## src/rtl/ekagm_pkg.sv

```systemverilog
// Shared types and constants for the elliptic K(k) arithmetic-geometric mean core.
`timescale 1ns / 1ps
`default_nettype none

package ekagm_pkg;

  // Register map of the configuration port.
  localparam int CFG_IDX_W = 1;
  localparam int CFG_DATA_W = 16;
  localparam int MAX_ROUNDS_W = 6;
  localparam int STOP_THR_W = 16;

  localparam logic [CFG_IDX_W-1:0] REG_MAX_ROUNDS = 1'd0;
  localparam logic [CFG_IDX_W-1:0] REG_STOP_THRESHOLD = 1'd1;

  localparam logic [MAX_ROUNDS_W-1:0] MAX_ROUNDS_RST = 6'd50;
  localparam logic [STOP_THR_W-1:0] STOP_THR_RST = 16'd1;

  // pi with 62 fraction bits.
  localparam logic [63:0] PI_Q62 = 64'hC90FDAA22168C234;

  // Operations of the shared add/subtract unit.
  typedef enum logic [2:0] {
    OP_IDLE,
    OP_MUL_LD,
    OP_MUL,
    OP_SQRT_LD,
    OP_SQRT,
    OP_DIV_LD,
    OP_DIV
  } unit_op_t;

  typedef struct packed {
    unit_op_t op;
    logic     rad_sel;  // square-root load takes 1.0 - acc instead of acc
  } unit_cmd_t;

  typedef enum logic [2:0] {
    ST_IDLE,
    ST_MUL,
    ST_SQRT_LD,
    ST_SQRT,
    ST_ROUND,
    ST_CHECK,
    ST_DIV,
    ST_DONE
  } state_t;

endpackage

`default_nettype wire

```

## src/rtl/ekagm_unit.sv

```systemverilog
// Shared shift/add unit: bit-serial multiply, square root and restoring divide.
`timescale 1ns / 1ps
`default_nettype none

module ekagm_unit #(
  parameter int FRAC_BITS = 32
) (
  input  wire logic                     clk,
  input  wire ekagm_pkg::unit_cmd_t     cmd,
  input  wire logic [FRAC_BITS+1:0]     opx_in,
  input  wire logic [FRAC_BITS:0]       opy_in,
  input  wire logic [2*FRAC_BITS+1:0]   num_in,
  output logic      [2*FRAC_BITS+1:0]   res
);

  localparam int W = 2 * FRAC_BITS + 2;
  localparam int R = FRAC_BITS + 4;
  localparam logic [W-1:0] ONE2 = {2'b01, {(2 * FRAC_BITS){1'b0}}};

  logic [W-1:0]         acc;
  logic [R-1:0]         rem;
  logic [FRAC_BITS+1:0] opx;
  logic [FRAC_BITS:0]   opy;

  logic [W-1:0] add_a;
  logic [W-1:0] add_b;
  logic         add_sub;
  logic [W:0]   sum;
  logic [R-1:0] sq_t;
  logic [R-1:0] dv_t;

  assign sq_t = {rem[R-3:0], acc[W-1:W-2]};
  assign dv_t = {rem[R-2:0], acc[W-1]};

  // The single adder; a carry out of a subtraction means no borrow.
  always_comb begin
    add_a = '0;
    add_b = '0;
    add_sub = 1'b0;
    case (cmd.op)
      ekagm_pkg::OP_MUL: begin
        add_a = {acc[W-2:0], 1'b0};
        add_b = opy[FRAC_BITS] ? W'(opx) : '0;
      end
      ekagm_pkg::OP_SQRT_LD: begin
        add_a = ONE2;
        add_b = acc;
        add_sub = 1'b1;
      end
      ekagm_pkg::OP_SQRT: begin
        add_a = W'(sq_t);
        add_b = W'({res[FRAC_BITS:0], 2'b01});
        add_sub = 1'b1;
      end
      ekagm_pkg::OP_DIV: begin
        add_a = W'(dv_t);
        add_b = W'(opx);
        add_sub = 1'b1;
      end
      default: begin
      end
    endcase
    sum = {1'b0, add_a} + {1'b0, (add_sub ? ~add_b : add_b)} + (W+1)'(add_sub);
  end

  always_ff @(posedge clk) begin
    case (cmd.op)
      ekagm_pkg::OP_MUL_LD: begin
        acc <= '0;
        opx <= opx_in;
        opy <= opy_in;
      end
      ekagm_pkg::OP_MUL: begin
        acc <= sum[W-1:0];
        opy <= {opy[FRAC_BITS-1:0], 1'b0};
      end
      ekagm_pkg::OP_SQRT_LD: begin
        if (cmd.rad_sel) begin
          acc <= sum[W-1:0];
        end
        rem <= '0;
        res <= '0;
      end
      ekagm_pkg::OP_SQRT: begin
        rem <= sum[W] ? sum[R-1:0] : sq_t;
        res <= {res[W-2:0], sum[W]};
        acc <= {acc[W-3:0], 2'b00};
      end
      ekagm_pkg::OP_DIV_LD: begin
        acc <= num_in;
        opx <= opx_in;
        rem <= '0;
        res <= '0;
      end
      ekagm_pkg::OP_DIV: begin
        rem <= sum[W] ? sum[R-1:0] : dv_t;
        res <= {res[W-2:0], sum[W]};
        acc <= {acc[W-2:0], 1'b0};
      end
      default: begin
      end
    endcase
  end

endmodule

`default_nettype wire

```

## src/rtl/elliptic_k_agm_core.sv

```systemverilog
// Top level of the complete elliptic integral K(k) core using the arithmetic-geometric mean.
//
// Usage: one modulus k (signed, FRAC_BITS fraction bits) arrives per input beat on
// s_tdata; one beat leaves on m_tdata with K(k) (unsigned, FRAC_BITS fraction bits,
// saturating) and m_tuser carrying the domain error flag. A modulus below 0 or at
// least 1.0 gives a zero result with the flag set and skips the arithmetic.
// All arithmetic runs through one shared shift/add unit under a sequencer, in order:
//   initial root sqrt(1 - k*k)
//   each mean round (mul + sqrt)
//   final divide pi/(2a) and load
// Rounds are bounded by max_rounds and are usually five or six when the stop
// threshold is small.
// s_tready is high only while the sequencer is idle; one item is worked at a time.
// The result sits in an output register, so the next item is accepted while the
// receiver stalls; a finished item waits in the sequencer until that register frees.
// cfg_we writes register cfg_index (0: max_rounds, 1: stop_threshold) from cfg_data.
// Synchronous reset empties the output, idles the sequencer and sets max_rounds to 50
// and stop_threshold to 1.
`timescale 1ns / 1ps
`default_nettype none

module elliptic_k_agm_core #(
  parameter int FRAC_BITS = 32
) (
  input  wire logic clk,
  input  wire logic rst,
  // s_tdata fields, lowest bit up: modulus
  input  wire logic                                    s_tvalid,
  output logic                                         s_tready,
  input  wire logic [((FRAC_BITS+2+7)/8)*8-1:0]        s_tdata,
  // m_tdata fields, lowest bit up: k_integral
  output logic                                         m_tvalid,
  input  wire logic                                    m_tready,
  output logic      [((FRAC_BITS+4+7)/8)*8-1:0]        m_tdata,
  // m_tuser fields, lowest bit up: domain_error
  output logic                                         m_tuser,
  input  wire logic                                    cfg_we,
  input  wire logic [ekagm_pkg::CFG_IDX_W-1:0]         cfg_index,
  input  wire logic [ekagm_pkg::CFG_DATA_W-1:0]        cfg_data
);

  localparam int F = FRAC_BITS;
  localparam int W = 2 * F + 2;
  localparam int OUT_W = F + 4;
  localparam int OUT_DW = ((F + 4 + 7) / 8) * 8;
  localparam int CNT_W = $clog2(W);
  localparam logic [63:0] PI_RND = ekagm_pkg::PI_Q62 + (64'd1 << (61 - F));
  localparam logic [F+1:0] PI_Q = (F+2)'(PI_RND >> (62 - F));
  localparam logic [W-1:0] PI_NUM = {PI_Q, {F{1'b0}}};
  localparam logic [F:0] ONE_Q = {1'b1, {F{1'b0}}};

  ekagm_pkg::state_t    state;
  ekagm_pkg::state_t    state_next;
  ekagm_pkg::unit_cmd_t cmd;

  logic [CNT_W-1:0]                    cnt;
  logic                                in_round;
  logic                                err;
  logic [ekagm_pkg::MAX_ROUNDS_W-1:0]  rnd;
  logic [ekagm_pkg::MAX_ROUNDS_W-1:0]  max_rounds;
  logic [ekagm_pkg::STOP_THR_W-1:0]    stop_threshold;
  logic [F:0]                          a;
  logic [F:0]                          an;

  logic [F+1:0]   opx_in;
  logic [F:0]     opy_in;
  logic [W-1:0]   ures;
  logic [F:0]     gn;
  logic [F:0]     diff;
  logic           stop;
  logic           in_err;
  logic [F-1:0]   k;
  logic [F+1:0]   mean_sum;
  logic           done_take;
  logic [OUT_W-1:0] kval;

  // The unit holds the latest root from the end of a square root until the next one,
  // so in ST_ROUND and ST_CHECK gn is the current g.
  assign k = s_tdata[F-1:0];
  assign in_err = s_tdata[F+1] | s_tdata[F];
  assign gn = ures[F:0];
  assign diff = (an > gn) ? (an - gn) : (gn - an);
  assign stop = diff < (F+1)'(stop_threshold);
  assign mean_sum = {1'b0, a} + {1'b0, gn};
  assign done_take = !m_tvalid || m_tready;
  assign kval = (|ures[W-1:OUT_W]) ? {OUT_W{1'b1}} : ures[OUT_W-1:0];

  ekagm_unit #(
    .FRAC_BITS(FRAC_BITS)
  ) u_unit (
    .clk    (clk),
    .cmd    (cmd),
    .opx_in (opx_in),
    .opy_in (opy_in),
    .num_in (PI_NUM),
    .res    (ures)
  );

  // Next state.
  always_comb begin
    state_next = state;
    case (state)
      ekagm_pkg::ST_IDLE: begin
        if (s_tvalid) begin
          state_next = in_err ? ekagm_pkg::ST_DONE : ekagm_pkg::ST_MUL;
        end
      end
      ekagm_pkg::ST_MUL: begin
        if (cnt == '0) state_next = ekagm_pkg::ST_SQRT_LD;
      end
      ekagm_pkg::ST_SQRT_LD: state_next = ekagm_pkg::ST_SQRT;
      ekagm_pkg::ST_SQRT: begin
        if (cnt == '0) state_next = in_round ? ekagm_pkg::ST_CHECK : ekagm_pkg::ST_ROUND;
      end
      ekagm_pkg::ST_ROUND: begin
        state_next = (rnd == max_rounds) ? ekagm_pkg::ST_DIV : ekagm_pkg::ST_MUL;
      end
      ekagm_pkg::ST_CHECK: begin
        state_next = stop ? ekagm_pkg::ST_DIV : ekagm_pkg::ST_ROUND;
      end
      ekagm_pkg::ST_DIV: begin
        if (cnt == '0) state_next = ekagm_pkg::ST_DONE;
      end
      ekagm_pkg::ST_DONE: begin
        if (done_take) state_next = ekagm_pkg::ST_IDLE;
      end
      default: state_next = ekagm_pkg::ST_IDLE;
    endcase
  end

  // Unit commands and handshake outputs.
  always_comb begin
    s_tready = 1'b0;
    cmd.op = ekagm_pkg::OP_IDLE;
    cmd.rad_sel = !in_round;
    opx_in = {1'b0, a};
    opy_in = gn;
    case (state)
      ekagm_pkg::ST_IDLE: begin
        s_tready = 1'b1;
        opx_in = (F+2)'(k);
        opy_in = {1'b0, k};
        if (s_tvalid && !in_err) cmd.op = ekagm_pkg::OP_MUL_LD;
      end
      ekagm_pkg::ST_MUL: cmd.op = ekagm_pkg::OP_MUL;
      ekagm_pkg::ST_SQRT_LD: cmd.op = ekagm_pkg::OP_SQRT_LD;
      ekagm_pkg::ST_SQRT: cmd.op = ekagm_pkg::OP_SQRT;
      ekagm_pkg::ST_ROUND: begin
        if (rnd == max_rounds) begin
          cmd.op = ekagm_pkg::OP_DIV_LD;
          opx_in = {a, 1'b0};
        end else begin
          cmd.op = ekagm_pkg::OP_MUL_LD;
        end
      end
      ekagm_pkg::ST_CHECK: begin
        if (stop) begin
          cmd.op = ekagm_pkg::OP_DIV_LD;
          opx_in = {a, 1'b0};
        end
      end
      ekagm_pkg::ST_DIV: cmd.op = ekagm_pkg::OP_DIV;
      default: begin
      end
    endcase
  end

  always_ff @(posedge clk) begin
    if (rst) begin
      state <= ekagm_pkg::ST_IDLE;
      m_tvalid <= 1'b0;
      max_rounds <= ekagm_pkg::MAX_ROUNDS_RST;
      stop_threshold <= ekagm_pkg::STOP_THR_RST;
      in_round <= 1'b0;
    end else begin
      state <= state_next;

      if (cfg_we) begin
        case (cfg_index)
          ekagm_pkg::REG_MAX_ROUNDS: max_rounds <= cfg_data[ekagm_pkg::MAX_ROUNDS_W-1:0];
          ekagm_pkg::REG_STOP_THRESHOLD: stop_threshold <= cfg_data;
          default: begin
          end
        endcase
      end

      if (state == ekagm_pkg::ST_DONE && done_take) begin
        m_tvalid <= 1'b1;
      end else if (m_tready) begin
        m_tvalid <= 1'b0;
      end

      if (state == ekagm_pkg::ST_IDLE) in_round <= 1'b0;
      if (state == ekagm_pkg::ST_ROUND) in_round <= 1'b1;
    end
  end

  // Datapath registers.
  always_ff @(posedge clk) begin
    if (state != state_next) begin
      case (state_next)
        ekagm_pkg::ST_MUL:  cnt <= CNT_W'(F);
        ekagm_pkg::ST_SQRT: cnt <= CNT_W'(F);
        ekagm_pkg::ST_DIV:  cnt <= CNT_W'(W - 1);
        default:            cnt <= cnt;
      endcase
    end else begin
      cnt <= cnt - 1'b1;
    end

    case (state)
      ekagm_pkg::ST_IDLE: begin
        err <= in_err;
        rnd <= '0;
      end
      ekagm_pkg::ST_SQRT: begin
        if (cnt == '0 && !in_round) begin
          a <= ONE_Q;
        end
      end
      ekagm_pkg::ST_ROUND: an <= mean_sum[F+1:1];
      ekagm_pkg::ST_CHECK: begin
        if (!stop) begin
          a <= an;
          rnd <= rnd + 1'b1;
        end
      end
      ekagm_pkg::ST_DONE: begin
        if (done_take) begin
          m_tdata <= err ? '0 : OUT_DW'(kval);
          m_tuser <= err;
        end
      end
      default: begin
      end
    endcase
  end

  // An out-of-range modulus skips the arithmetic entirely.
  a_err_skips: assert property (@(posedge clk) disable iff (rst)
    (s_tvalid && s_tready && in_err) |=> (state == ekagm_pkg::ST_DONE))
    else $error("domain error did not go straight to the result");

  // A flagged result carries a zero integral.
  a_err_zero: assert property (@(posedge clk) disable iff (rst)
    (m_tvalid && m_tuser) |-> (m_tdata == '0))
    else $error("domain error beat with nonzero data");

  // A convergence check only happens for a round below the configured limit.
  a_round_bound: assert property (@(posedge clk) disable iff (rst)
    (state == ekagm_pkg::ST_CHECK) |-> (rnd < max_rounds))
    else $error("mean round ran past max_rounds");

  // The sequencer never takes a new item while working on one.
  a_busy: assert property (@(posedge clk) disable iff (rst)
    (state != ekagm_pkg::ST_IDLE) |-> !s_tready)
    else $error("input accepted while busy");

endmodule

`default_nettype wire
```

## config.mk

```make
export PLATFORM = sky130hd
export DESIGN_NAME = elliptic_k_agm_core
export DESIGN_NICKNAME = d
export VERILOG_FILES = /design/src/rtl/ekagm_pkg.sv /design/src/rtl/ekagm_unit.sv /design/src/rtl/elliptic_k_agm_core.sv
export SDC_FILE = /design/constraint.sdc
export NUM_CORES = 1
export LEC_CHECK = 0
export ABC_AREA = 1
export BUFFER_PORTS_ARGS = -buffer_cell sky130_fd_sc_hd__buf_2
export CAP_MARGIN = 10
export CELL_PAD_IN_SITES_DETAIL_PLACEMENT = 1
export CELL_PAD_IN_SITES_GLOBAL_PLACEMENT = 2
export CORE_ASPECT_RATIO = 0.8
export CORE_UTILIZATION = 30
export DETAILED_ROUTE_END_ITERATION = 6
export PLACE_DENSITY_LB_ADDON = 0.25
export SLEW_MARGIN = 5
export SYNTH_ARGS = -nofsm -noshare
export SYNTH_HDL_FRONTEND = slang
export SYNTH_SLANG_ARGS = --single-unit
```

## constraint.sdc

```tcl
create_clock -name clk -period 15.75 [get_ports clk]
set_input_delay 0.7875 -clock clk [delete_from_list [all_inputs] [get_ports clk]]
set_output_delay 0.7875 -clock clk [all_outputs]
set_load 0.02 [all_outputs]
```

==> impl_summary.md, run 1 <==
Placed design
Routability-driven placement finished with a final weighted congestion of roughly 0.9. The number of buffers added on ports is 94. Once detailed placement completed, the half-perimeter wirelength came to around 86000 µm.

Layout
The filler cells instantiated in the layout total between 10k and 15k. For this run, the post-layout net count is between 4k and 5k. The share of final-layout standard cells stronger than drive strength 1 is 0.08702. The layout overhead on the synthesized area is 11.73%. 0 antenna diodes ended up in the layout.

Critical path
The worst-path cell with the longest stage delay is sky130_fd_sc_hd__o21ai_0. The critical path required time is roughly 16000 ps. The element type at the critical path end is a flip-flop. At the worst endpoint, the arrival time is 10860 ps. The delay of the slowest critical-path stage is approximately 790 ps.

The worst setup path is launched from a flip-flop. Of all nets on the critical path, the largest fanout is 33. The most numerous cell type found on the critical path is sky130_fd_sc_hd__nand2_1. The startpoint-to-endpoint class of the critical path is flip-flop to flip-flop.

Clock network
The TritonCTS clock tree is built. After clock tree synthesis, the clock-pin slew on the worst setup and hold paths is about 60 ps. Counting the buffers created by CTS gives slightly below 50. The clock sink count is 378. The number of instances resized during post-cts repair is 0.

In this run the clock root is driven by a sky130_fd_sc_hd__clkbuf_16. In this run the deepest clock path goes through 3 buffers. The H-tree was split into 2 levels. The total setup buffers inserted after CTS is 0.

The cts-stage hold buffer count is 0. The insertion delay of the later-clocked pin in the worst-skew pair is about 640 ps.

Synthesis
For this run, the number of Yosys warnings is 0. The area fraction of the dominant cell type after synthesis is 0.3544. The cell area after synthesis is between 20000 and 30000 µm². After synthesis, the cell types taking the most area are sky130_fd_sc_hd__edfxtp_1 35%, sky130_fd_sc_hd__nand2_1 13%, sky130_fd_sc_hd__ha_1 7.6%, sky130_fd_sc_hd__inv_1 7.5%, sky130_fd_sc_hd__nor2_1 5.0%. A synthesized cell averages 7.422 µm².

The number of synthesized register bits is roughly 380. The gate count of the mapped netlist is 4007. The count of unique library cells instantiated by Yosys is 59. For this run, the register share of the synthesized area comes to 0.3726.

Of all cell types, the one taking the most synthesized area is sky130_fd_sc_hd__edfxtp_1.

Die
The core region is approximately 98000 µm². 105 I/O pins were placed. The initial utilization of the core area, before any placement, comes to 0.3050.

In this run the core area contains 102 standard-cell rows. The die area is ~100000 µm². The vertical extent of the die is 283.6 µm. The die width is around 350 µm.

Timing
The max-slew violation total from the final report is 0. The clock tree skew after final layout is about 36 ps. The final hold violation count is 0.

Setup repair after global routing left no endpoint under its margin. Setup total negative slack on the finished layout was measured at 0 ps. Across all hold checks on the routed design, the worst slack comes to 410.5 ps. Timing would allow up to 96.18 MHz.

The slew at the pin closest to its max-slew limit is approximately 1100 ps. In the finished design, the share of the clock period the worst path needs comes to 0.6602. Headroom to the max-slew limit came out at 0.2647. The final count of negative-setup-slack endpoints is 0. The final critical-path required period is roughly 10000 ps.

Routing
The count of nets left with antenna violations after detail routing is 0. The number of DRC violations after detailed routing is 0. The wire length per cell after detailed routing is just over 20 µm. Dividing the detail-routed via count by the number of cells gives 5.062. The final wirelength is approximately 110000 µm.

The violation count after the first detailed-route iteration is 1954. The count of TritonRoute iterations in the first routing pass is 5. The total number of vias is approximately 27k.

GRT
For this run, the total global-route usage over all layers was measured as 0.2149. The total congestion overflow after global routing is 0. The via count of the first global-routing pass is 26.91k.

The wire length of the first global-routing pass is 168300 µm. The initial antenna violation count is 0. The largest net degree at the start of global routing is a little over 80.

Run
Max-cap violations in this run came to 0.

Status
The flow ran to the end, and the final reports show no timing, DRC or antenna violations.

Min path
The min-delay analysis places its worst path in the category primary input to flip-flop.
critical path, delay by kind of cell, from the launching register on:
family | cells | cell delay [ps]
adders and majority gates | 3 | 1480
AOI/OAI and AO/OA | 7 | 1860
and+or+nand+nor | 32 | 5390
buffers and inverters | 2 | 320
DFF | 1 | 520
xor gates and xnor gates | 2 | 550
cell usage in the layout, fill, tap and decap left out, drive strengths merged, types with 57 or more instances in the layout:
master,synthesis,layout
a21oi,286,286
buf,40,128
clkbuf,97,57
edfxtp,351,351
ha,180,180
inv,601,604
nand2,1075,1075
nand3,207,207
nand4,64,64
nor2,418,418
o21ai,222,222
o221ai,76,76
xor2,57,57
cells in the mapped netlist (all sizes together):
| library cell | count |
|---|---|
| a211oi | 11 |
| and2 | 2 |
| a22oi | 1 |
| nor3b | 1 |
| o21a | 13 |
| clkbuf | 97 |
| nor4 | 16 |
| inv | 601 |
| o221ai | 76 |
| nor2 | 418 |
| o21ai | 222 |
| a22o | 17 |
| a31oi | 49 |
| xor2 | 57 |
| buf | 40 |
| clkinv | 2 |
| dfxtp | 27 |
| or2 | 17 |
| nand4 | 64 |
| xnor2 | 26 |
| a21o | 15 |
| o2111ai | 6 |
| conb | 1 |
| o21bai | 18 |
| a311oi | 1 |
| o22ai | 12 |
| nand2 | 1075 |
| nand3b | 5 |
| ha | 180 |
| fa | 4 |
| a21boi | 14 |
| nand3 | 207 |
| nor3 | 25 |
| edfxtp | 351 |
| o31ai | 4 |
| a21oi | 286 |
| o211ai | 38 |
| a221oi | 6 |
| mux2i | 2 |
final cells by class:
class                      instances  area (µm²)  share of cell area
clock buffer                      57        1286             0.03871
inverter                         603        2263             0.06812
clock inverter                    33       404.1             0.01216
multi-input combinational       2892       15840              0.4767
timing repair buffer             128       725.7             0.02184
tap                             1300        1627             0.04896
sequential                       378       11080              0.3335
state kept, by name (all words and copies together), names as in the netlist:
| signal | flops |
|---|---|
| u_unit.opx | 34 |
| u_unit.opy | 33 |
| m_tuser | 1 |
| m_tdata | 36 |
| a | 33 |
| rnd | 6 |
| max_rounds | 6 |
| m_tvalid | 1 |
| err | 1 |
| u_unit.res | 66 |
| cnt | 7 |
| an | 33 |
| state | 3 |
| stop_threshold | 16 |
| u_unit.rem | 35 |
| in_round | 1 |
| u_unit.acc | 66 |
path summary, 6_finish.rpt:
| path | to | slack (ps) | cells past startpoint | start |
|---|---|---|---|---|
| worst max-delay path | u_unit.rem[30] | 5350 | 46 | u_unit.res[32] |
| worst max register to register | u_unit.rem[30] | 5350 | 46 | u_unit.res[32] |
| worst min register to register | stop_threshold[5] | 470 | 2 | stop_threshold[5] |
| worst min-delay path | max_rounds[1] | 410 | 3 | cfg_data[1] |
metal layers:
metal  share of wire  GRT usage
met1            0.54     0.3436
met3           0.054    0.03807
met5               0          0
met2            0.39     0.2966
met4           0.013    0.03438
logic make-up (layout without fill, tap and decap cells):
group           count (synthesis)  count (layout)  share of synthesized area
flops                         378             378                     0.3726
mux                             2               2                  0.0006732
other cells                     1               4                  0.0001261
compound gates                789             789                     0.1605
xor+xnor                       83              83                    0.02444
simple gates                 1830            1830                     0.2651
buf+inv                       740             821                    0.09816
fa+ha+maj                     184             184                    0.07842
stage by stage:
stage | utilization | setup slack, ps | instance area, µm² | instances
after detailed placement | 0.3234 | 5784 | 31540 | 5301
after CTS | 0.3408 | 5714 | 33230 | 5391
after floorplan | - | 8908 | 29750 | 4010
after global routing | 0.3408 | 4765 | 33230 | 5391
final | 0.3408 | 5352 | 33230 | 5391
after global placement | 0.3234 | 5845 | 31540 | 5301
Power of run 1 is not shown: default switching activity piles up to over one toggle a cycle in this logic, so the estimate is an artifact.
==> run 2: changes to the inputs <==
--- a/config.mk
+++ b/config.mk
@@ -5,7 +5,7 @@
 export SDC_FILE = /design/constraint.sdc
 export NUM_CORES = 1
 export LEC_CHECK = 0
-export ABC_AREA = 1
+export ABC_AREA = 0
 export BUFFER_PORTS_ARGS = -buffer_cell sky130_fd_sc_hd__buf_2
 export CAP_MARGIN = 10
 export CELL_PAD_IN_SITES_DETAIL_PLACEMENT = 1
==> constraint.sdc (replaced) <==
create_clock -name clk -period 10.16 [get_ports clk]
set_input_delay 0.508 -clock clk [delete_from_list [all_inputs] [get_ports clk]]
set_output_delay 0.508 -clock clk [all_outputs]
set_load 0.02 [all_outputs]
==> run 2 against run 1 <==
Effect of this change:
- utilization about the same
- global-route usage down 0.95 points
- sequential share of layout area up 2.1 points
- synthesized cell count down 25%
- first-iteration DRC count up 4.6%
- clock skew down 16 ps
- highest routed layer unchanged
==> impl_summary.md, run 2 <==
Routing
The vias per cell is 5.639 (was 5.062). The violation count after the first detailed-route iteration is 2044 (was 1954). The total number of vias is 24.10k (was 27.29k).

The count of nets left with antenna violations after detail routing is 0 (unchanged). The count of TritonRoute iterations in the first routing pass is 7 (was 5). The wire length per cell after detailed routing was 23.10 µm (was 20.50 µm). The number of DRC violations after detailed routing is 0 (unchanged). The final wirelength is 98730 µm (was 110500 µm).

GRT
The largest net degree at the start of global routing is 71 (was 83). The via count of the first global-routing pass came to 24.38k (was 26.91k). The total congestion overflow after global routing was 0 (unchanged). The wire length of the first global-routing pass is 151800 µm (was 168300 µm). The initial antenna violation count is 4 (was 0). The combined global-route utilization of all metal layers is 0.2054 (was 0.2149).

Critical path
The worst-path cell with the longest stage delay is sky130_fd_sc_hd__nor4_2 (was sky130_fd_sc_hd__o21ai_0). The startpoint-to-endpoint class of the critical path is flip-flop to flip-flop (unchanged). The slack of the worst reg-to-reg path is 1810 ps (was 5350 ps). The delay of the slowest critical-path stage is 660 ps (was 790 ps). The data arrival time of the critical path is 8590 ps (was 10860 ps). The combined buffer and inverter count along the critical path is 1 (was 2). The critical path required time was 10400 ps (was 16210 ps). The family of cells with the greatest summed delay on the critical path was compound AO/OA/AOI/OAI gates (was simple AND/OR/NAND/NOR gates). The startpoint type of the worst setup path is a flip-flop (unchanged).

The maximum fanout along the worst path was 36 (was 33). The element type at the critical path end is a flip-flop (unchanged).

Timing
The share of the clock period used by the worst path after layout was 0.8214 (was 0.6602). The final critical-path required period is 8346 ps (was 10400 ps). The highest clock frequency the design can meet is 119.8 MHz (was 96.18 MHz). The max-slew violation total from the final report is 0 (unchanged). The relative slew slack is 0.2046 (was 0.2647). The slew at the pin closest to its max-slew limit is 1192 ps (was 1103 ps). Setup repair after global routing missed its margin: false (unchanged). The final count of negative-setup-slack endpoints came to 0 (unchanged).

The worst setup margin came to 1814 ps (was 5352 ps). The clock tree skew after final layout is 19.84 ps (was 36.06 ps). The accumulated negative setup slack came to 0 ps (unchanged). The final hold violation count came to 0 (unchanged).

Power
Of the total power, the clock network draws 0.209. The net switching share of the total power is 0.4345. The combinational cell fraction of total power is 0.477.

The leakage dissipation is ~12 nW. Power spread over the standard cell area amounts to around 280 nW/µm². The switching component of the power is 0.003800 W.

The internal portion of the total power is roughly 0.0049 W. Of the total power, registers draw 0.314. The worst supply voltage drop on vdd is around 0.13 mV.

Layout
The total area of multi-input combinational cells is 15640 µm² (was 15840 µm²). The total number of nets in the final design is 3267 (was 4298). The filler cell count in the final layout is 10.54k (was 12.07k). Largest registers: u_unit.acc: 66 flops, u_unit.res: 66 flops, m_tdata: 36 flops (unchanged).

The share of final-layout standard cells stronger than drive strength 1 is 0.1007 (was 0.08702). The most frequent standard cell in the layout excluding fill and tap cells was sky130_fd_sc_hd__edfxtp_1 (was sky130_fd_sc_hd__nand2_1). Top library cells by usage in the layout, fill and taps aside: 351 x sky130_fd_sc_hd__edfxtp_1, 337 x sky130_fd_sc_hd__a21oi_1, 273 x sky130_fd_sc_hd__nand2_1 (was 1042 x sky130_fd_sc_hd__nand2_1, 588 x sky130_fd_sc_hd__inv_1, 392 x sky130_fd_sc_hd__nor2_1). The layout overhead on the synthesized area is 11.53% (was 11.73%). The register area came to 11090 µm² (was 11080 µm²).

Placed design
The worst setup slack after placement is 1959 ps (was 5784 ps). The number of buffers added on ports is 94 (unchanged). The final weighted congestion in routability-driven placement is 0.8843 (was 0.9119). The placed wire-length estimate after detailed placement was 73210 µm (was 86130 µm).

Synthesis
The average instance area after synthesis came to 9.288 µm² (was 7.422 µm²). The count of unique library cells instantiated by Yosys is 92 (was 59). The dominant register cell in the synthesized netlist is sky130_fd_sc_hd__edfxtp_1 (unchanged). The count of flip-flops with a built-in enable after synthesis is 351 (unchanged). The gate count of the mapped netlist was 3020 (was 4007). The most numerous cell in the Yosys netlist was sky130_fd_sc_hd__edfxtp_1 (was sky130_fd_sc_hd__nand2_1). The number of synthesized register bits is 378 (unchanged). The count of warnings emitted by yosys is 0 (unchanged). Synth cell count leaders: 351 x sky130_fd_sc_hd__edfxtp_1, 337 x sky130_fd_sc_hd__a21oi_1, 275 x sky130_fd_sc_hd__nand2_1 (was 1045 x sky130_fd_sc_hd__nand2_1, 591 x sky130_fd_sc_hd__inv_1, 397 x sky130_fd_sc_hd__nor2_1). The area fraction of the dominant cell type after synthesis is 0.3758 (was 0.3544). The proportion of synthesized flip-flops having asynchronous set or reset is 0 (unchanged). The cell area after synthesis is 28050 µm² (was 29740 µm²). The portion of the post-synthesis area used by sequential elements is 0.3950 (was 0.3726).

The library cell with the largest summed area after synthesis is sky130_fd_sc_hd__edfxtp_1 (unchanged). Leading cell types by total area after synthesis: sky130_fd_sc_hd__edfxtp_1 38%, sky130_fd_sc_hd__ha_1 8.0%, sky130_fd_sc_hd__a21oi_1 6.0%, sky130_fd_sc_hd__nand2_1 3.7%, sky130_fd_sc_hd__o21ai_0 3.5% (was sky130_fd_sc_hd__edfxtp_1 35%, sky130_fd_sc_hd__nand2_1 13%, sky130_fd_sc_hd__ha_1 7.6%, sky130_fd_sc_hd__inv_1 7.5%, sky130_fd_sc_hd__nor2_1 5.0%).

Clock network
The number of levels the H-tree was split into is 2 (unchanged). The cts-stage hold buffer count came to 0 (unchanged). The maximum count of clock buffers along a single path is 3 (unchanged). The insertion delay of the later-clocked pin in the worst-skew pair is 610 ps (was 640 ps).

The clock tree root buffer cell was sky130_fd_sc_hd__clkbuf_16 (unchanged). The total setup buffers inserted after CTS came to 0 (unchanged). The total clock buffers created by CTS was 47 (was 49).

The clock sink count is 378 (unchanged). The number of instances resized during post-cts repair is 0 (unchanged). The TritonCTS clock tree is built (unchanged). The clock transition at the registers of the reported paths is 60 ps (about the same).

Die
The I/O pin total is 105 (unchanged). The core area is 91910 µm² (was 97500 µm²). The effective utilization at floorplan came to 0.3052 (was 0.3050).

The vertical extent of the die is 275.5 µm (was 283.6 µm). The die area is 94740 µm² (was 100400 µm²). The number of rows created at floorplan is 99 (was 102). The die width is 343.9 µm (was 354.0 µm).

Status
Outcome: complete, no violations (unchanged).

Min path
The class of the worst hold path is primary input to flip-flop (unchanged).

Run
The number of maximum-capacitance violations is 0 (unchanged).
[run 2: changes by cell type in the layout (fill, tap and decap cells not counted), moves of 76 or more]
cell                      delta
sky130_fd_sc_hd__a21o_1     +79
sky130_fd_sc_hd__and2_1    +134
sky130_fd_sc_hd__inv_1     -429
sky130_fd_sc_hd__mux2i_1    +76
sky130_fd_sc_hd__nand2_1   -769
sky130_fd_sc_hd__nand3_1   -120
sky130_fd_sc_hd__nor2_1    -235
[run 2: metrics by stage]
step / power (W) / cells / hold slack (ps) / utilization / area [µm²]
2_1_floorplan: 0.005594 / 3023 / 424.4 / - / 28060
3_3_place_gp: 0.006821 / 4184 / 450.5 / 0.3227 / 29660
3_5_place_dp: 0.006905 / 4184 / 451.0 / 0.3227 / 29660
4_1_cts: 0.008785 / 4271 / 84.01 / 0.3403 / 31280
5_1_grt: 0.009313 / 4271 / 109.5 / 0.3403 / 31280
6_report: 0.008745 / 4273 / 130.6 / 0.3404 / 31290
[run 2: path summary, 6_finish.rpt]
| kind | from | end | depth (start not counted) |
|---|---|---|---|
| setup / recovery | u_unit.res[6] | u_unit.rem[29] | 25 |
| hold / removal | cfg_data[11] | stop_threshold[11] | 3 |
| setup reg to reg | u_unit.res[6] | u_unit.rem[29] | 25 |
| hold reg to reg | stop_threshold[7] | stop_threshold[7] | 2 |
[run 2: kinds of logic after synthesis]
family / Yosys count / share of synthesized area
XOR/XNOR: 140 / 0.04371
buffers and inverters: 351 / 0.05147
multiplexers: 112 / 0.04148
flip-flops: 378 / 0.3950
AO/OA/AOI/OAI: 1044 / 0.2445
adder cells (fa/ha/maj): 184 / 0.08314
AND/OR/NAND/NOR: 810 / 0.1406
other: 1 / 0.0001337
[run 2: cell type report]
class                      count  area share
antenna                        2   0.0001600
clock buffer                  53     0.03831
clock inverter                34     0.01348
inverter                     163     0.01956
multi-input combinational   2294      0.4999
sequential                   378      0.3544
tap                         1212     0.04847
timing repair buffer         137     0.02576
[run 2: routing by layer]
metal  up-vias  track usage  part of all wire
met3        96      0.03058             0.053
li1      11269            -                 -
met4         0      0.03749             0.014
met2       573       0.3002              0.41
met1     12158       0.3171              0.52
met5         -            0                 0
[run 2: tightest hold or removal path, stage by stage]
cell and delay [ps]:
sky130_fd_sc_hd__buf_2 90, sky130_fd_sc_hd__nand2_1 50, sky130_fd_sc_hd__a21oi_1 50
[run 2: power by group through the flow]
stage	registers [W]	clock network (W)	logic (W)
global route	0.00280	0.00193	0.00458
detailed placement	0.00277	0	0.00413
global placement	0.00276	0	0.00406
CTS	0.00275	0.00188	0.00416
floorplan	0.00260	0	0.00300
finish	0.00275	0.00183	0.00417
No activity file was read; power rests on OpenSTA's default activity.
==> run 3: changes to the inputs <==
==> constraint.sdc (replaced) <==
create_clock -name clk -period 8.49 [get_ports clk]
set_input_delay 0.4245 -clock clk [delete_from_list [all_inputs] [get_ports clk]]
set_output_delay 0.4245 -clock clk [all_outputs]
set_load 0.02 [all_outputs]
==> run 3 against run 2 <==
Effect of this change:
- the flow now finishes with violations (design-rule violations)
- power is 18% higher
- sequential cell count stayed put
- non-clock buffer count grew 34
- register-to-register slack got worse by 800 ps
- design area up 0.29%
- critical endpoint is now u_unit.res[47]
==> impl_summary.md, run 3 (synthesis gave the netlist of run 2 again) <==
GRT
The combined global-route utilization of all metal layers came to 0.2105 (was 0.2054). The initial antenna violation count is 4 (unchanged). The via count of the first global-routing pass was 24.50k (was 24.38k). The wire length of the first global-routing pass was 154400 µm (was 151800 µm).

The total congestion overflow after global routing was 0 (unchanged). The largest net degree at the start of global routing is 78 (was 71).

Critical path
The startpoint of the worst-slack reg-to-reg timing path is u_unit.res[6] (unchanged). The combined buffer and inverter count along the critical path is 1 (unchanged). The endpoint of the worst register-to-register path is u_unit.res[47] (was u_unit.rem[29]). The worst-case reg-to-reg path depth is 25 (unchanged).

The delay of the slowest critical-path stage is 650 ps (was 660 ps). The cell count along the critical path was 25 (unchanged). The family of cells with the greatest summed delay on the critical path is compound AO/OA/AOI/OAI gates (unchanged).

The data arrival time of the critical path came to 7730 ps (was 8590 ps). The maximum fanout along the worst path is 66 (was 36). The element type at the critical path end is a flip-flop (unchanged). The slack of the worst reg-to-reg path is 1020 ps (was 1810 ps). The worst-path cell with the longest stage delay was sky130_fd_sc_hd__nor4_2 (unchanged). The startpoint type of the worst setup path is a flip-flop (unchanged). The startpoint-to-endpoint class of the critical path is flip-flop to flip-flop (unchanged). The critical path required time came to 8740 ps (was 10400 ps). The launching instance or port of the critical path was u_unit.res[6] (unchanged). The termination of the worst setup path is u_unit.res[47] (was u_unit.rem[29]).

Clock network
The insertion delay of the later-clocked pin in the worst-skew pair was 610 ps (about the same). The TritonCTS clock tree is built (unchanged). The total clock buffers created by CTS is 47 (unchanged). The number of levels the H-tree was split into is 2 (unchanged). The clock sink count is 378 (unchanged). The clock transition at the registers of the reported paths came to 60 ps (about the same). The number of instances resized during post-cts repair was 0 (unchanged). The clock tree root buffer cell was sky130_fd_sc_hd__clkbuf_16 (unchanged).

The maximum count of clock buffers along a single path came to 3 (unchanged). The cts-stage hold buffer count came to 0 (unchanged). The total setup buffers inserted after CTS was 0 (unchanged).

Status
The checks that failed: design-rule violations. Outcome: finished with violations (was complete, no violations).

Power
The leakage dissipation is 12.39 nW (was 12.31 nW). The total power per unit cell area came to 328.1 nW/µm² (was 279.5 nW/µm²). The worst supply voltage drop on vdd is 0.1467 mV (was 0.1301 mV).

Run
The number of maximum-capacitance violations is 0 (unchanged).

Min path
The class of the worst hold path is primary input to flip-flop (unchanged).

Layout
The share of the core filled with cells in the final layout was 0.3414 (was 0.3404). The most frequent standard cell in the layout excluding fill and tap cells was sky130_fd_sc_hd__edfxtp_1 (unchanged). The layout overhead on the synthesized area is 11.86% (was 11.53%).

Largest registers: u_unit.acc: 66 flops, u_unit.res: 66 flops, m_tdata: 36 flops (unchanged). The share of final-layout standard cells stronger than drive strength 1 is 0.1085 (was 0.1007). The total number of nets in the final design is 3301 (was 3267).

Top library cells by usage in the layout, fill and taps aside: 351 x sky130_fd_sc_hd__edfxtp_1, 337 x sky130_fd_sc_hd__a21oi_1, 273 x sky130_fd_sc_hd__nand2_1 (unchanged).

Timing
The final count of negative-setup-slack endpoints is 0 (unchanged). The slew at the pin closest to its max-slew limit came to 1164 ps (was 1192 ps). The accumulated negative setup slack was 0 ps (unchanged).

The final critical-path required period came to 7473 ps (was 8346 ps). The clock tree skew after final layout was 17.26 ps (was 19.84 ps). The highest clock frequency the design can meet came to 133.8 MHz (was 119.8 MHz). The share of the clock period used by the worst path after layout was 0.8802 (was 0.8214).

The max-slew violation total from the final report is 0 (unchanged). Setup repair after global routing missed its margin: false (unchanged). The relative slew slack is 0.2240 (was 0.2046). The final hold violation count came to 0 (unchanged).

Routing
The vias per cell came to 5.614 (was 5.639). The violation count after the first detailed-route iteration came to 2049 (was 2044). The count of TritonRoute iterations in the first routing pass is 7 (unchanged).

The total number of vias is 24.15k (was 24.10k). The number of DRC violations after detailed routing came to 12 (was 0). The final wirelength is 101200 µm (was 98730 µm). The count of nets left with antenna violations after detail routing came to 0 (unchanged).

The wire length per cell after detailed routing is 23.52 µm (was 23.10 µm).

Placed design
The number of buffers added on ports is 94 (unchanged). The final weighted congestion in routability-driven placement is 0.9121 (was 0.8843). The placed wire-length estimate after detailed placement came to 75910 µm (was 73210 µm).

Die
The number of rows created at floorplan is 99 (unchanged). The vertical extent of the die came to 275.5 µm (unchanged). The I/O pin total came to 105 (unchanged). The core area came to 91910 µm² (unchanged). The die width is 343.9 µm (unchanged). The die area is 94740 µm² (unchanged). The effective utilization at floorplan is 0.3052 (unchanged).
==> run 3: routing by layer <==
metal / vias up / routed length, µm / global-route usage
met3: 93 / 6671 / 0.03939
met4: 2 / 1620 / 0.04355
li1: 11335 / - / -
met1: 12098 / 51280 / 0.3205
met5: - / 12 / 0
met2: 618 / 41570 / 0.3050
==> run 3: layout make-up <==
cell class | instances | area (µm²)
Antenna cell | 2 | 5.005
Clock buffer | 54 | 1202
Multi-Input combinational cell | 2294 | 15630
Inverter | 163 | 611.8
Fill cell | 10541 | 60530
Sequential cell | 378 | 11090
Tap cell | 1212 | 1516
Clock inverter | 27 | 160.2
Timing Repair Buffer | 171 | 1161
==> run 3: power by group <==
group | internal, W | switching (W) | total, W
combinational | 0.00190 | 0.00325 | 0.00514
clock | 0.00101 | 0.000866 | 0.00188
sequential | 0.00281 | 0.000466 | 0.00327
total | 0.00572 | 0.00458 | 0.0103
==> run 3: worst min-delay path by stage <==
| stage | startpoint | end | slack [ps] | depth (start not counted) |
|---|---|---|---|---|
| 2_1_floorplan | err | m_tuser | 420 | 0 |
| 3_5_place_dp | stop_threshold[8] | stop_threshold[8] | 450 | 2 |
| 4_1_cts | cfg_data[9] | stop_threshold[9] | 10 | 3 |
| 5_1_grt | cfg_data[10] | stop_threshold[10] | 40 | 3 |
| 6_report | cfg_data[9] | stop_threshold[9] | 50 | 3 |
| 3_3_place_gp | stop_threshold[12] | stop_threshold[12] | 450 | 2 |
==> run 3: stage by stage <==
stage,setup WS [ps],hold slack [ps],area [µm²],total power [W],instances
floorplan,389.2,424.4,28060,0.006694,3023
global placement,955.0,448.9,30010,0.008290,4218
detailed placement,1025,452.8,30010,0.008392,4218
CTS,990.2,13.69,31370,0.01034,4299
global route,467.4,43.50,31370,0.01098,4299
finish,1017,52.86,31380,0.01029,4301
==> run 3: worst register-to-register path, stage by stage, from the launching register on <==
cell,delay (ps)
sky130_fd_sc_hd__edfxtp_1,510
sky130_fd_sc_hd__ha_1,460
sky130_fd_sc_hd__a211oi_2,280
sky130_fd_sc_hd__o21bai_2,180
sky130_fd_sc_hd__nor4_2,650
sky130_fd_sc_hd__o21ai_2,250
sky130_fd_sc_hd__a31o_2,320
sky130_fd_sc_hd__nand2_1,470
sky130_fd_sc_hd__nor2_1,90
sky130_fd_sc_hd__a31oi_1,160
sky130_fd_sc_hd__o2bb2ai_1,200
sky130_fd_sc_hd__xor2_1,110
sky130_fd_sc_hd__ha_1,190
sky130_fd_sc_hd__a21oi_1,140
sky130_fd_sc_hd__nor2b_1,60
sky130_fd_sc_hd__o21ai_0,150
sky130_fd_sc_hd__nand2b_1,80
sky130_fd_sc_hd__a221oi_1,380
sky130_fd_sc_hd__o21ai_0,170
sky130_fd_sc_hd__a21oi_1,220
sky130_fd_sc_hd__o2111ai_1,200
sky130_fd_sc_hd__a21o_1,240
sky130_fd_sc_hd__or4b_4,640
sky130_fd_sc_hd__and2_4,370
sky130_fd_sc_hd__nand2_2,170
sky130_fd_sc_hd__buf_12,320
